[config.mk]
export PLATFORM = sky130hd
export DESIGN_NAME = sample_statistics_unit
export DESIGN_NICKNAME = d
export VERILOG_FILES = /design/src/rtl/sst_pkg.sv /design/src/rtl/sst_alu.sv /design/src/rtl/sst_accum.sv /design/src/rtl/sst_seq.sv /design/src/rtl/sst_report.sv /design/src/rtl/sample_statistics_unit.sv
export SDC_FILE = /design/constraint.sdc
export NUM_CORES = 2
export LEC_CHECK = 0
export BUFFER_PORTS_ARGS = -buffer_cell sky130_fd_sc_hd__buf_2
export CAP_MARGIN = 20
export CORE_ASPECT_RATIO = 0.8
export CORE_MARGIN = 8
export CORE_UTILIZATION = 24
export DETAILED_ROUTE_END_ITERATION = 6
export PLACE_DENSITY = 0.42
export RECOVER_POWER = 100
export SYNTH_ARGS = -nofsm -noshare
export SYNTH_HDL_FRONTEND = slang
export SYNTH_SLANG_ARGS = --single-unit
[constraint.sdc]
create_clock -name clock -period 16.1 [get_ports clock]
set_input_delay 4.83 -clock clock [delete_from_list [all_inputs] [get_ports clock]]
set_output_delay 4.83 -clock clock [all_outputs]
set_load 0.005 [all_outputs]
[src/rtl/sst_pkg.sv]
// Shared types, widths and codes of the sample statistics unit.
// Used by every module in rtl/; depends on nothing.
`default_nettype none

package sst_pkg;

   // Fixed field widths of the request and response transactions.
   localparam int SAMPLE_W = 16;
   localparam int COUNT_W  = 17;
   localparam int TOTAL_W  = 32;
   localparam int MEAN_W   = 24;
   localparam int VAR_W    = 31;
   localparam int ROOT_W   = 16;

   // Internal accumulator widths.
   localparam int SUM_W    = 33;
   localparam int SQ_W     = 31;
   localparam int SQSUM_W  = 47;
   localparam int MAG_W    = 32;
   localparam int DEN_W    = 34;
   localparam int REM_W    = 35;
   localparam int ALU_W    = 64;
   localparam int STEP_W   = 6;

   localparam int DEF_MAX_SAMPLES  = 65536;
   localparam int DEF_SAMPLE_WIDTH = 16;

   localparam logic CMD_ADD    = 1'b0;
   localparam logic CMD_REPORT = 1'b1;

   typedef enum logic [3:0] {
      ST_IDLE,
      ST_LOAD,
      ST_MUL_NS,
      ST_MUL_SQ,
      ST_MUL_NN,
      ST_DIV_VAR,
      ST_SQRT,
      ST_DIV_MEAN,
      ST_DONE
   } sst_state_type;

   typedef struct packed {
      sst_state_type state;
      logic          last;
      logic          busy;
      logic          done;
   } sst_ctrl_type;

   // Index of the final iteration of each sequenced phase.
   function automatic logic [STEP_W-1:0] last_step(sst_state_type st);
      logic [STEP_W-1:0] steps;
      case (st)
         ST_MUL_NS:   steps = STEP_W'(16);
         ST_MUL_SQ:   steps = STEP_W'(31);
         ST_MUL_NN:   steps = STEP_W'(16);
         ST_DIV_VAR:  steps = STEP_W'(63);
         ST_SQRT:     steps = STEP_W'(15);
         ST_DIV_MEAN: steps = STEP_W'(39);
         default:     steps = '0;
      endcase
      return steps;
   endfunction

endpackage

`default_nettype wire

[src/rtl/sst_alu.sv]
// Shared 64-bit adder/subtractor used by every step of the report sequence.
// Depends on sst_pkg for its width.
`default_nettype none

module sst_alu (
   input  logic [sst_pkg::ALU_W-1:0] a_op,
   input  logic [sst_pkg::ALU_W-1:0] b_op,
   input  logic                      sub,
   output logic [sst_pkg::ALU_W-1:0] result,
   output logic                      carry
);
   import sst_pkg::*;

   localparam int FULL_W = ALU_W + 1;

   logic [ALU_W-1:0] b_eff;
   logic [ALU_W:0]   full_sum;

   assign b_eff    = sub ? ~b_op : b_op;
   assign full_sum = {1'b0, a_op} + {1'b0, b_eff} + FULL_W'(sub);

   // On a subtraction the carry out is set when a_op >= b_op.
   assign result = full_sum[ALU_W-1:0];
   assign carry  = full_sum[ALU_W];

endmodule

`default_nettype wire

[src/rtl/sst_accum.sv]
// Running accumulators: count, sum, sum of squares, minimum, maximum, drop flag.
// Depends on sst_pkg; the square is registered before it enters the sum.
`default_nettype none

module sst_accum #(
   parameter int MAX_SAMPLES  = sst_pkg::DEF_MAX_SAMPLES,
   parameter int SAMPLE_WIDTH = sst_pkg::DEF_SAMPLE_WIDTH
) (
   input  logic                               clock,
   input  logic                               reset,
   input  logic                               add_valid,
   input  logic signed [sst_pkg::SAMPLE_W-1:0] sample,
   output logic [sst_pkg::COUNT_W-1:0]        count,
   output logic signed [sst_pkg::SUM_W-1:0]   sum,
   output logic [sst_pkg::SQSUM_W-1:0]        sqsum,
   output logic signed [sst_pkg::SAMPLE_W-1:0] smallest,
   output logic signed [sst_pkg::SAMPLE_W-1:0] largest,
   output logic                               dropped
);
   import sst_pkg::*;

   localparam int CNT_W = $clog2(MAX_SAMPLES + 1);

   logic [CNT_W-1:0]          count_ff, count_in;
   logic signed [SUM_W-1:0]   sum_ff, sum_in;
   logic [SQSUM_W-1:0]        sqsum_ff, sqsum_in;
   logic signed [SAMPLE_W-1:0] min_ff, min_in;
   logic signed [SAMPLE_W-1:0] max_ff, max_in;
   logic                      dropped_ff, dropped_in;
   logic [SQ_W-1:0]           sq_ff, sq_in;
   logic                      sq_pend_ff, sq_pend_in;

   logic signed [SAMPLE_WIDTH-1:0] s_narrow;
   logic signed [SAMPLE_W-1:0]     s_ext;
   logic signed [2*SAMPLE_W-1:0]   product;
   logic                           full;
   logic                           first;

   assign s_narrow = sample[SAMPLE_WIDTH-1:0];
   assign s_ext    = SAMPLE_W'(s_narrow);
   assign product  = s_ext * s_ext;
   assign full     = (count_ff == CNT_W'(MAX_SAMPLES));
   assign first    = (count_ff == '0);

   always_comb begin
      count_in   = count_ff;
      sum_in     = sum_ff;
      min_in     = min_ff;
      max_in     = max_ff;
      dropped_in = dropped_ff;
      sq_in      = product[SQ_W-1:0];
      sq_pend_in = 1'b0;
      sqsum_in   = sq_pend_ff ? sqsum_ff + SQSUM_W'(sq_ff) : sqsum_ff;
      if (add_valid) begin
         if (full) begin
            dropped_in = 1'b1;
         end else begin
            count_in   = count_ff + CNT_W'(1);
            sum_in     = sum_ff + SUM_W'(s_ext);
            sq_pend_in = 1'b1;
            if (first || s_ext < min_ff) begin
               min_in = s_ext;
            end
            if (first || s_ext > max_ff) begin
               max_in = s_ext;
            end
         end
      end
   end

   always_ff @(posedge clock) begin
      if (reset) begin
         count_ff   <= '0;
         sum_ff     <= '0;
         sqsum_ff   <= '0;
         min_ff     <= '0;
         max_ff     <= '0;
         dropped_ff <= 1'b0;
         sq_pend_ff <= 1'b0;
      end else begin
         count_ff   <= count_in;
         sum_ff     <= sum_in;
         sqsum_ff   <= sqsum_in;
         min_ff     <= min_in;
         max_ff     <= max_in;
         dropped_ff <= dropped_in;
         sq_pend_ff <= sq_pend_in;
      end
   end

   always_ff @(posedge clock) begin
      sq_ff <= sq_in;
   end

   assign count    = COUNT_W'(count_ff);
   assign sum      = sum_ff;
   assign sqsum    = sqsum_ff;
   assign smallest = min_ff;
   assign largest  = max_ff;
   assign dropped  = dropped_ff;

endmodule

`default_nettype wire

[src/rtl/sst_seq.sv]
// Sequencer of the report computation: phase state and step counter.
// Depends on sst_pkg for the state type, control struct and step counts.
`default_nettype none

module sst_seq (
   input  logic                  clock,
   input  logic                  reset,
   input  logic                  start,
   input  logic                  empty,
   input  logic                  take,
   output sst_pkg::sst_ctrl_type ctrl
);
   import sst_pkg::*;

   sst_state_type     state_ff, state_in;
   logic [STEP_W-1:0] cnt_ff, cnt_in;
   logic              last;

   assign last = (cnt_ff == '0);

   always_comb begin
      state_in = state_ff;
      case (state_ff)
         ST_IDLE: begin
            if (start) begin
               state_in = ST_LOAD;
            end
         end
         ST_LOAD: begin
            state_in = empty ? ST_DONE : ST_MUL_NS;
         end
         ST_MUL_NS: begin
            if (last) begin
               state_in = ST_MUL_SQ;
            end
         end
         ST_MUL_SQ: begin
            if (last) begin
               state_in = ST_MUL_NN;
            end
         end
         ST_MUL_NN: begin
            if (last) begin
               state_in = ST_DIV_VAR;
            end
         end
         ST_DIV_VAR: begin
            if (last) begin
               state_in = ST_SQRT;
            end
         end
         ST_SQRT: begin
            if (last) begin
               state_in = ST_DIV_MEAN;
            end
         end
         ST_DIV_MEAN: begin
            if (last) begin
               state_in = ST_DONE;
            end
         end
         ST_DONE: begin
            if (take) begin
               state_in = ST_IDLE;
            end
         end
         default: begin
            state_in = ST_IDLE;
         end
      endcase
   end

   // The counter reloads on every phase change and counts down otherwise.
   assign cnt_in = (state_in != state_ff) ? last_step(state_in) : cnt_ff - STEP_W'(1);

   always_comb begin
      ctrl.state = state_ff;
      ctrl.last  = last;
      ctrl.busy  = (state_ff != ST_IDLE);
      ctrl.done  = (state_ff == ST_DONE);
   end

   always_ff @(posedge clock) begin
      if (reset) begin
         state_ff <= ST_IDLE;
         cnt_ff   <= '0;
      end else begin
         state_ff <= state_in;
         cnt_ff   <= cnt_in;
      end
   end

endmodule

`default_nettype wire

[src/rtl/sst_report.sv]
// Report datapath: mean, variance and square root through one shared ALU.
// Depends on sst_pkg, sst_alu and sst_seq.
`default_nettype none

module sst_report (
   input  logic                             clock,
   input  logic                             reset,
   input  logic                             start,
   input  logic                             take,
   input  logic [sst_pkg::COUNT_W-1:0]      count,
   input  logic signed [sst_pkg::SUM_W-1:0] sum,
   input  logic [sst_pkg::SQSUM_W-1:0]      sqsum,
   output logic                             busy,
   output logic                             done,
   output logic [sst_pkg::MEAN_W-1:0]       mean,
   output logic [sst_pkg::VAR_W-1:0]        variance,
   output logic [sst_pkg::ROOT_W-1:0]       root
);
   import sst_pkg::*;

   sst_ctrl_type ctrl;

   logic [ALU_W-1:0]  acc_ff, acc_in;
   logic [ALU_W-1:0]  opnd_ff, opnd_in;
   logic [MAG_W-1:0]  mplr_ff, mplr_in;
   logic [DEN_W-1:0]  den_ff, den_in;
   logic [REM_W-1:0]  rem_ff, rem_in;
   logic [MEAN_W-1:0] mean_ff, mean_in;
   logic [VAR_W-1:0]  var_ff, var_in;
   logic [ROOT_W-1:0] root_ff, root_in;

   logic [ALU_W-1:0]  alu_a, alu_b, alu_result;
   logic              alu_sub, alu_carry;

   logic              empty;
   logic              negative;
   logic [SUM_W-1:0]  sum_neg;
   logic [MAG_W-1:0]  mag;
   logic [REM_W-1:0]  rem_var_sh, rem_mean_sh, rem_root_sh;
   logic [MEAN_W-1:0] quot_mean;
   logic [REM_W-1:0]  rem_mean_new;

   assign empty    = (count == '0);
   assign negative = sum[SUM_W-1];
   assign sum_neg  = ~sum + SUM_W'(1);
   assign mag      = negative ? sum_neg[MAG_W-1:0] : sum[MAG_W-1:0];

   // Partial remainders with the next dividend bit (or radicand pair) shifted in.
   assign rem_var_sh  = {rem_ff[REM_W-2:0], acc_ff[ALU_W-1]};
   assign rem_mean_sh = {rem_ff[REM_W-2:0], acc_ff[MAG_W+7]};
   assign rem_root_sh = {rem_ff[REM_W-3:0], opnd_ff[MAG_W-1:MAG_W-2]};

   assign quot_mean    = {acc_ff[MEAN_W-2:0], alu_carry};
   assign rem_mean_new = alu_carry ? alu_result[REM_W-1:0] : rem_mean_sh;

   sst_seq u_seq (
      .clock (clock),
      .reset (reset),
      .start (start),
      .empty (empty),
      .take  (take),
      .ctrl  (ctrl)
   );

   sst_alu u_alu (
      .a_op   (alu_a),
      .b_op   (alu_b),
      .sub    (alu_sub),
      .result (alu_result),
      .carry  (alu_carry)
   );

   always_comb begin
      acc_in  = acc_ff;
      opnd_in = opnd_ff;
      mplr_in = mplr_ff;
      den_in  = den_ff;
      rem_in  = rem_ff;
      mean_in = mean_ff;
      var_in  = var_ff;
      root_in = root_ff;
      alu_a   = '0;
      alu_b   = '0;
      alu_sub = 1'b0;
      case (ctrl.state)
         ST_LOAD: begin
            acc_in  = '0;
            opnd_in = ALU_W'(sqsum);
            mplr_in = MAG_W'(count);
            den_in  = '0;
            rem_in  = '0;
            mean_in = '0;
            var_in  = '0;
            root_in = '0;
         end
         ST_MUL_NS: begin
            // Shift-and-add of count times sum of squares.
            alu_a   = acc_ff;
            alu_b   = opnd_ff;
            acc_in  = mplr_ff[0] ? alu_result : acc_ff;
            opnd_in = opnd_ff << 1;
            mplr_in = mplr_ff >> 1;
            if (ctrl.last) begin
               opnd_in = ALU_W'(mag);
               mplr_in = mag;
            end
         end
         ST_MUL_SQ: begin
            // Subtract the squared sum; the final difference is never negative.
            alu_a   = acc_ff;
            alu_b   = opnd_ff;
            alu_sub = 1'b1;
            acc_in  = mplr_ff[0] ? alu_result : acc_ff;
            opnd_in = opnd_ff << 1;
            mplr_in = mplr_ff >> 1;
            if (ctrl.last) begin
               opnd_in = ALU_W'(count);
               mplr_in = MAG_W'(count);
            end
         end
         ST_MUL_NN: begin
            alu_a   = ALU_W'(den_ff);
            alu_b   = opnd_ff;
            den_in  = mplr_ff[0] ? alu_result[DEN_W-1:0] : den_ff;
            opnd_in = opnd_ff << 1;
            mplr_in = mplr_ff >> 1;
         end
         ST_DIV_VAR: begin
            alu_a   = ALU_W'(rem_var_sh);
            alu_b   = ALU_W'(den_ff);
            alu_sub = 1'b1;
            rem_in  = alu_carry ? alu_result[REM_W-1:0] : rem_var_sh;
            acc_in  = {acc_ff[ALU_W-2:0], alu_carry};
            if (ctrl.last) begin
               var_in  = {acc_ff[VAR_W-2:0], alu_carry};
               opnd_in = ALU_W'({acc_ff[VAR_W-2:0], alu_carry});
               rem_in  = '0;
               root_in = '0;
            end
         end
         ST_SQRT: begin
            // One root bit per step: compare the remainder with 4*root+1.
            alu_a   = ALU_W'(rem_root_sh);
            alu_b   = ALU_W'({root_ff, 2'b01});
            alu_sub = 1'b1;
            rem_in  = alu_carry ? alu_result[REM_W-1:0] : rem_root_sh;
            root_in = {root_ff[ROOT_W-2:0], alu_carry};
            opnd_in = opnd_ff << 2;
            if (ctrl.last) begin
               acc_in = ALU_W'({mag, 8'h00});
               rem_in = '0;
            end
         end
         ST_DIV_MEAN: begin
            alu_a   = ALU_W'(rem_mean_sh);
            alu_b   = ALU_W'(count);
            alu_sub = 1'b1;
            rem_in  = rem_mean_new;
            acc_in  = {acc_ff[ALU_W-2:0], alu_carry};
            if (ctrl.last) begin
               // A negative mean rounds away from zero when a remainder is left.
               if (!negative) begin
                  mean_in = quot_mean;
               end else if (rem_mean_new != '0) begin
                  mean_in = ~quot_mean;
               end else begin
                  mean_in = ~quot_mean + MEAN_W'(1);
               end
            end
         end
         default: begin
         end
      endcase
   end

   always_ff @(posedge clock) begin
      acc_ff  <= acc_in;
      opnd_ff <= opnd_in;
      mplr_ff <= mplr_in;
      den_ff  <= den_in;
      rem_ff  <= rem_in;
      mean_ff <= mean_in;
      var_ff  <= var_in;
      root_ff <= root_in;
   end

   assign busy     = ctrl.busy;
   assign done     = ctrl.done;
   assign mean     = mean_ff;
   assign variance = var_ff;
   assign root     = root_ff;

endmodule

`default_nettype wire

[src/rtl/sample_statistics_unit.sv]
// Sample statistics unit: an add transaction is taken every cycle, back to back,
// while no report is in progress. A report transaction runs three multiplies,
// a 64-step divide, a 16-step root and a 40-step divide (none when empty), all
// bit-serial through one shared 64-bit adder. req_stall is high meanwhile.
// Synchronous active-high reset clears all statistics and the drop flag.
`default_nettype none

module sample_statistics_unit #(
   parameter int MAX_SAMPLES  = sst_pkg::DEF_MAX_SAMPLES,
   parameter int SAMPLE_WIDTH = sst_pkg::DEF_SAMPLE_WIDTH
) (
   input  logic                                clock,
   input  logic                                reset,
   input  logic                                req_valid,
   output logic                                req_stall,
   input  logic                                req_command,
   input  logic signed [sst_pkg::SAMPLE_W-1:0] req_sample,
   output logic                                rsp_valid,
   input  logic                                rsp_stall,
   output logic                                rsp_empty_res,
   output logic                                rsp_overflowed,
   output logic [sst_pkg::COUNT_W-1:0]         rsp_sample_count,
   output logic signed [sst_pkg::TOTAL_W-1:0]  rsp_total,
   output logic signed [sst_pkg::SAMPLE_W-1:0] rsp_smallest,
   output logic signed [sst_pkg::SAMPLE_W-1:0] rsp_largest,
   output logic signed [sst_pkg::MEAN_W-1:0]   rsp_mean_scaled,
   output logic [sst_pkg::VAR_W-1:0]           rsp_variance,
   output logic [sst_pkg::ROOT_W-1:0]          rsp_std_dev
);
   import sst_pkg::*;

   logic                       req_fire;
   logic                       add_valid;
   logic                       start;
   logic                       take;
   logic                       busy;
   logic                       done;
   logic                       load_rsp;

   logic [COUNT_W-1:0]         count;
   logic signed [SUM_W-1:0]    sum;
   logic [SQSUM_W-1:0]         sqsum;
   logic signed [SAMPLE_W-1:0] smallest;
   logic signed [SAMPLE_W-1:0] largest;
   logic                       dropped;
   logic [MEAN_W-1:0]          mean;
   logic [VAR_W-1:0]           variance;
   logic [ROOT_W-1:0]          root;

   logic                       rsp_valid_ff, rsp_valid_in;
   logic                       empty_ff;
   logic                       overflowed_ff;
   logic [COUNT_W-1:0]         count_ff;
   logic signed [TOTAL_W-1:0]  total_ff;
   logic signed [SAMPLE_W-1:0] smallest_ff;
   logic signed [SAMPLE_W-1:0] largest_ff;
   logic [MEAN_W-1:0]          mean_ff;
   logic [VAR_W-1:0]           var_ff;
   logic [ROOT_W-1:0]          root_ff;

   assign req_stall = busy;
   assign req_fire  = req_valid && !req_stall;
   assign add_valid = req_fire && (req_command == CMD_ADD);
   assign start     = req_fire && (req_command == CMD_REPORT);

   // The result register is free when empty or drained in this cycle.
   assign take     = !rsp_valid_ff || !rsp_stall;
   assign load_rsp = done && take;

   sst_accum #(
      .MAX_SAMPLES  (MAX_SAMPLES),
      .SAMPLE_WIDTH (SAMPLE_WIDTH)
   ) u_accum (
      .clock     (clock),
      .reset     (reset),
      .add_valid (add_valid),
      .sample    (req_sample),
      .count     (count),
      .sum       (sum),
      .sqsum     (sqsum),
      .smallest  (smallest),
      .largest   (largest),
      .dropped   (dropped)
   );

   sst_report u_report (
      .clock    (clock),
      .reset    (reset),
      .start    (start),
      .take     (take),
      .count    (count),
      .sum      (sum),
      .sqsum    (sqsum),
      .busy     (busy),
      .done     (done),
      .mean     (mean),
      .variance (variance),
      .root     (root)
   );

   always_comb begin
      rsp_valid_in = rsp_valid_ff;
      if (load_rsp) begin
         rsp_valid_in = 1'b1;
      end else if (!rsp_stall) begin
         rsp_valid_in = 1'b0;
      end
   end

   always_ff @(posedge clock) begin
      if (reset) begin
         rsp_valid_ff <= 1'b0;
      end else begin
         rsp_valid_ff <= rsp_valid_in;
      end
   end

   always_ff @(posedge clock) begin
      if (load_rsp) begin
         empty_ff      <= (count == '0);
         overflowed_ff <= dropped;
         count_ff      <= count;
         total_ff      <= sum[TOTAL_W-1:0];
         smallest_ff   <= smallest;
         largest_ff    <= largest;
         mean_ff       <= mean;
         var_ff        <= variance;
         root_ff       <= root;
      end
   end

   assign rsp_valid        = rsp_valid_ff;
   assign rsp_empty_res    = empty_ff;
   assign rsp_overflowed   = overflowed_ff;
   assign rsp_sample_count = count_ff;
   assign rsp_total        = total_ff;
   assign rsp_smallest     = smallest_ff;
   assign rsp_largest      = largest_ff;
   assign rsp_mean_scaled  = mean_ff;
   assign rsp_variance     = var_ff;
   assign rsp_std_dev      = root_ff;

endmodule

`default_nettype wire
After elaboration in Yosys (flattened, before gate mapping) --
Cells that the tools add are included.
Word-level totals: input port bits 21, word-level logic and storage cells 152, output and inout bits 156, bits in registers 626
Cells by class: bitwise logic cells 6, equality and inequality tests 22, order comparisons 2, multipliers 1, add/subtract/negate cells 8, reduce and logical (&&, ||, !) cells 39, muxes and demuxes 46
Operator list (number):
- $pmux W64 S4 | 2
- $mux W64 | 6
- $pmux W64 S6 | 1
- $pmux W64 S5 | 1
- $mux W34 | 5
- $pmux W34 S4 | 1
- $pmux W32 S4 | 1
- $mux W24 | 3
- $pmux W34 S2 | 1
- $add A64 B64 Y65 | 1
- $add A65 B1 Y65 | 1
- $mux W32 | 2
- $not A64 Y64 | 1
- $mux W31 | 2
- $pmux W31 S2 | 1
- $pmux W16 S3 | 1
- $pmux W24 S2 | 1
- $add A47 B31 Y47 | 1
- $mux W4 | 9
- $pmux W4 S9 | 1
- $mux W35 | 1
- $reduce_bool A35 Y1 | 1
- $add A33 B16 Y33 | 1
- $add A32 B2 Y32 const B | 1
- 36 further kinds | 78

Depth between registers and ports, before layout --
depth after elaboration 13, mapped depth 28, depth with buffers taken out 27

By module --
A second synthesis with hierarchy kept.
Unflattened totals: cells, all modules 4555, area, all modules 44959.4 um^2
Modules (own cells, without submodules):
- sst_accum | area an instance 18610.3 um^2, times used 1, seq. area each 3223.1 um^2, cells an instance 2150
- sst_report | area an instance 16445.8 um^2, times used 1, seq. area each 8978.6 um^2, cells an instance 1534
- sample_statistics_unit | area an instance 4720.8 um^2, times used 1, seq. area each 4644.5 um^2, cells an instance 167
- sst_alu | area an instance 4505.6 um^2, times used 1, seq. area each 0.0 um^2, cells an instance 629
- sst_seq | area an instance 676.9 um^2, times used 1, seq. area each 200.2 um^2, cells an instance 75

Worst setup path before layout --
OpenSTA, ideal clock, no wires.
kind input port to flip-flop, from input port rsp_stall, to register empty_ff, in the netlist rsp_empty_res (enable), slack 3.129 ns, cell stages on the path 1, arrival time 12.252 ns, cell sequence a21oi_1
Between the ends: longest elaborated chain between the ends 3
RTL lines:
- start, declared | RTL line sample_statistics_unit.sv:19 | input logic rsp_stall,
- $logic_not A1 Y1
- $logic_or A1 B1 Y1 | RTL line sample_statistics_unit.sv:67 | assign take = !rsp_valid_ff || !rsp_stall;
- $logic_and A1 B1 Y1 | RTL line sample_statistics_unit.sv:68 | assign load_rsp = done && take;
- end signal, assigned | RTL line sample_statistics_unit.sv:120 | empty_ff <= (count == '0);
- end, declared | RTL line sample_statistics_unit.sv:51 | logic empty_ff;
Every way passes these cells. A chain may end at the register's enable or synchronous reset.

Final worst setup path --
from register u_report.u_seq.state_ff[2], to register u_report.mean_ff[2], in the netlist u_report.mean[2] (data pin)
Between the ends: longest elaborated chain between the ends 13, elaborated cells on any way between the ends 25, classes of those cells 3 x add/sub; 7 x eq/ne; 9 x mux; 2 x bitwise; 4 x reduce/logical
RTL lines:
- start, declared | RTL line sst_seq.sv:15 | sst_state_type state_ff, state_in;
- start signal, assigned | RTL line sst_seq.sv:88 | state_ff <= state_in;
- $eq A4 B3 Y1 / $eq A4 B2 Y1 (equally long branches) | RTL line sst_report.sv:85 | case (ctrl.state)
- $reduce_or A3 Y1 (no source line)
- $pmux W64 S4 | RTL line sst_report.sv:85
- $not A64 Y64 | RTL line sst_alu.sv:19 | assign b_eff = sub ? ~b_op : b_op;
- $mux W64 | RTL line sst_alu.sv:19
- $add A64 B64 Y65 | RTL line sst_alu.sv:20 | assign full_sum = {1'b0, a_op} + {1'b0, b_eff} + FULL_W'(sub);
- $add A65 B1 Y65 | RTL line sst_alu.sv:20
- $not A24 Y24 / $mux W35 (equally long branches) | RTL line sst_report.sv:167, sst_report.sv:54
- $add A24 B1 Y24 / $reduce_bool A35 Y1 (equally long branches) | RTL line sst_report.sv:167, sst_report.sv:164
- $mux W24 | RTL line sst_report.sv:164 | end else if (rem_mean_new != '0) begin
- $mux W24 | RTL line sst_report.sv:162 | if (!negative) begin
- $mux W24 | RTL line sst_report.sv:160 | if (ctrl.last) begin
- $pmux W24 S2 (*) | RTL line sst_report.sv:85
- end signal, assigned | RTL line sst_report.sv:182 | mean_ff <= mean_in;
- end, declared | RTL line sst_report.sv:28 | logic [MEAN_W-1:0] mean_ff, mean_in;
Every way passes the cells marked *; elsewhere a longest branch is shown, timed or not. The select of a mux whose other input is x is not followed.

==> metrics <==
status=finished with violations; failing checks=design-rule violations, max-capacitance violations, max-slew violations; final instance area=just under 0.05 mm²; Post-CTS Setup Bufs=0; Layout Area Growth over Synthesis=13.7%; final WL=154 mm; FFs w/ async S/R, synth=0; die span in x=493 µm; yosys warns=0; Via-to-Cell Ratio=4.91; antenna viol nets, final=0; post-synthesis average cell area=9.88 µm²; Least-Margin Pin Slew=4.37 ns; Seq pwr share=0.267; Fin Setup TNS=0 ns; PwrDens=149 mW/mm²; H-tree depth=3; detailed-route via count=between 30000 and 40000; Rows=140; FILL cells=19400; Worst-Skew Late Latency=0.71 ns; Max-Cap Viols=26; placed inst area=0.0474 mm²; Tcrit/Tclk final=0.790; Seq/Total Area, Yosys=0.390; prevailing post-synth register cell=edfxtp_1; dpl cells=6847; Gate power share=0.479; Sw Share=0.393; # port buffers=176; Placer Congestion=just under 0.9; NumNets Final=5015; Final Hold Violating Endpoints=0; Hold Crit Class=reg2reg; hold_buf cts=0; DRC=3; I/O pins=roughly 180; post-cts sizing count=0; CTS Buffer Depth=3; Non-Filler Instances=about 7000; post-detail-place hpwl=roughly 110 mm; vias in the first global route=34300; CTS clk-pin slew, worst paths=0.06 ns; Pint=4.50 mW; Clk network pwr share=0.254; fmax=roughly 79 MHz; #FFs+latches synth=625; # setup viols final=0; crit-path max FO=between 50 and 60; RSZ-0062 raised after global routing=false; Iter 0 DRT Violations=3093; initial antenna violation count=7; top post-synthesis cells by area=edfxtp_1, fa_1, dfxtp_1; CTS buffer count=78; max-slew violation count=1118; clock root cell=clkbuf_16; syn_nets=4925; NetSw=2.91 mW; Worst Path Required=16.60 ns; Worst setup EP type=flop; share of cells above drive strength 1=0.0544; share of the synthesized area in the top cell type=0.311; leading area contributor after synthesis=edfxtp_1; total gr overflow=0; Syn Inst Count=between 4000 and 5000; GRT Total Usage=0.152; CP Launch Type=flop; VDD IR-drop max=169 µV; Die H=398 µm; clock skew after layout=0.0393 ns; cell area after synthesis=~0.044 mm²; Die Footprint=just under 0.2 mm²; core footprint=0.181 mm²; worst endpoint data arrival time=13.21 ns; pin count of the biggest net entering global routing=81; Slew HR=-1.91; CTS tree=yes; global-route wire length before repair=229 mm; Sink Count=625; Avg WL per Cell=about 22 µm; leak pwr=19.1 nW; kind of critical path=reg2reg; 1st-pass router iterations=7; Initial Util=0.241; crit path time final=12.71 ns; Unique masters post-synth=77; Post-synth EDFFs=453
==> metal layers <==
metal	track usage	routed length [µm]
met1	0.217	73600
met3	0.0285	9090
met5	0	0
met4	0.0330	3240
met2	0.238	68300
==> worst paths after layout <==
kind / cells after the start / slack [ns] / startpoint / to
worst min-delay path: 0 / 0.42 / u_report.mean[7] / rsp_mean_scaled[7]
worst max register to register: 26 / 3.39 / u_report.u_seq.state_ff[2] / u_report.mean[2]
worst min register to register: 0 / 0.42 / u_report.mean[7] / rsp_mean_scaled[7]
worst max-delay path: 26 / 3.39 / u_report.u_seq.state_ff[2] / u_report.mean[2]
==> through the flow <==
step | setup WS, ns | power [mW] | hold slack [ns] | utilization
6_report | 3.39 | 7.41 | 0.416 | 0.274
3_5_place_dp | 3.64 | 5.58 | 0.405 | 0.261
2_1_floorplan | 3.13 | 4.69 | 0.400 | -
5_1_grt | 2.61 | 8.10 | 0.420 | 0.274
3_3_place_gp | 3.77 | 5.58 | 0.404 | 0.261
4_1_cts | 4.35 | 7.53 | 0.418 | 0.276
==> synthesized netlist by cell type (42+ instances only) <==
master and number:
o211ai_1 42, clkbuf_1 206, mux2i_1 86, and2_1 71, and3_1 89, edfxtp_1 453, nor3_1 61, ha_1 245
a21o_1 86, a22o_1 58, inv_1 395, a221oi_1 66, xnor2_1 188, nand2_1 431, o21ai_0 193, nor2_1 344
fa_1 235, a22oi_1 69, a21oi_1 220, dfxtp_1 172, xor2_1 82, nand3_1 83
==> registers in the layout, indices dropped and copies added (netlist names), 4 cells and up <==
signal	flops
u_accum.sum	33
u_report.variance	31
u_accum.count	17
rsp_mean_scaled	24
u_report.acc_ff	64
u_report.den_ff	34
rsp_largest	16
rsp_std_dev	16
rsp_smallest	16
u_report.u_seq.state_ff	4
u_accum.largest	16
rsp_variance	31
u_report.opnd_ff	64
u_accum.sq_ff	30
rsp_sample_count	17
u_report.rem_ff	34
u_report.root	16
u_report.mean	24
u_accum.sqsum	47
u_report.u_seq.cnt_ff	6
u_accum.smallest	16
u_report.mplr_ff	32
rsp_total	32
==> cell usage in the layout (no fill, tap or decap), types with 26 or more instances in the layout <==
master,instances
a31oi_1,32
a22oi_1,69
mux2i_1,86
ha_1,245
edfxtp_1,453
dfxtp_1,169
and2_1,50
a221o_1,40
a211oi_1,29
nor3_1,59
a21oi_1,219
inv_1,395
nand4_1,33
o21a_1,26
a22o_1,58
clkbuf_1,184
xnor2_1,188
nand2_1,430
clkbuf_16,78
buf_4,31
nand3_1,83
a221oi_1,66
and3_1,89
o211ai_1,42
fa_1,235
a21o_1,86
o21ai_0,191
nor2_1,342
xor2_1,82
buf_2,36
or3_1,37
==> layout make-up <==
cell class,instances,area [µm²],area share
diodes,2,5.00,0.000101
flip-flops and latches,625,17100,0.343
multi-input cells,3165,24400,0.490
repair buffers,245,1080,0.0217
inverters,399,1500,0.0301
well taps,2414,3020,0.0608
clock buffers,89,2020,0.0407
clock inverters,56,681,0.0137
==> critical path: stages, from the launching register on <==
cell,delay [ns]
dfxtp_1,0.83
nor2b_2,0.27
clkbuf_1,1.13
nand2_1,0.19
nand2_1,0.36
clkbuf_1,2.44
nand2_1,0.46
nand2_1,0.25
xnor2_1,0.09
ha_1,0.47
nand2_1,0.14
nor2_1,0.23
o211ai_1,0.24
a21oi_1,0.41
o21ai_0,0.27
a2111oi_0,0.79
o21ai_0,0.27
a211oi_1,0.57
or2_2,0.20
buf_4,0.44
clkinv_1,0.71
ha_1,0.48
o211ai_1,0.09
o22ai_1,0.11
clkbuf_1,0.42
or3_1,0.44
a21oi_1,0.15
==> kinds of logic after synthesis <==
| kind of cell | Yosys count | synth area share |
|---|---|---|
| flops | 625 | 0.390 |
| xor+xnor | 270 | 0.0541 |
| compound gates | 1045 | 0.165 |
| simple gates | 1278 | 0.137 |
| fa+ha+maj | 480 | 0.178 |
| buf+inv | 634 | 0.0545 |
| mux | 92 | 0.0212 |
==> power groups by stage <==
stage | Sequential (mW) | Combinational (mW) | Clock [mW]
2_1_floorplan | 1.97 | 2.72 | 0
3_3_place_gp | 2.01 | 3.57 | 0
3_5_place_dp | 2.01 | 3.57 | 0
4_1_cts | 1.98 | 3.60 | 1.95
5_1_grt | 1.99 | 4.10 | 2.01
6_report | 1.98 | 3.55 | 1.88
No activity file was read; power rests on OpenSTA's default activity.
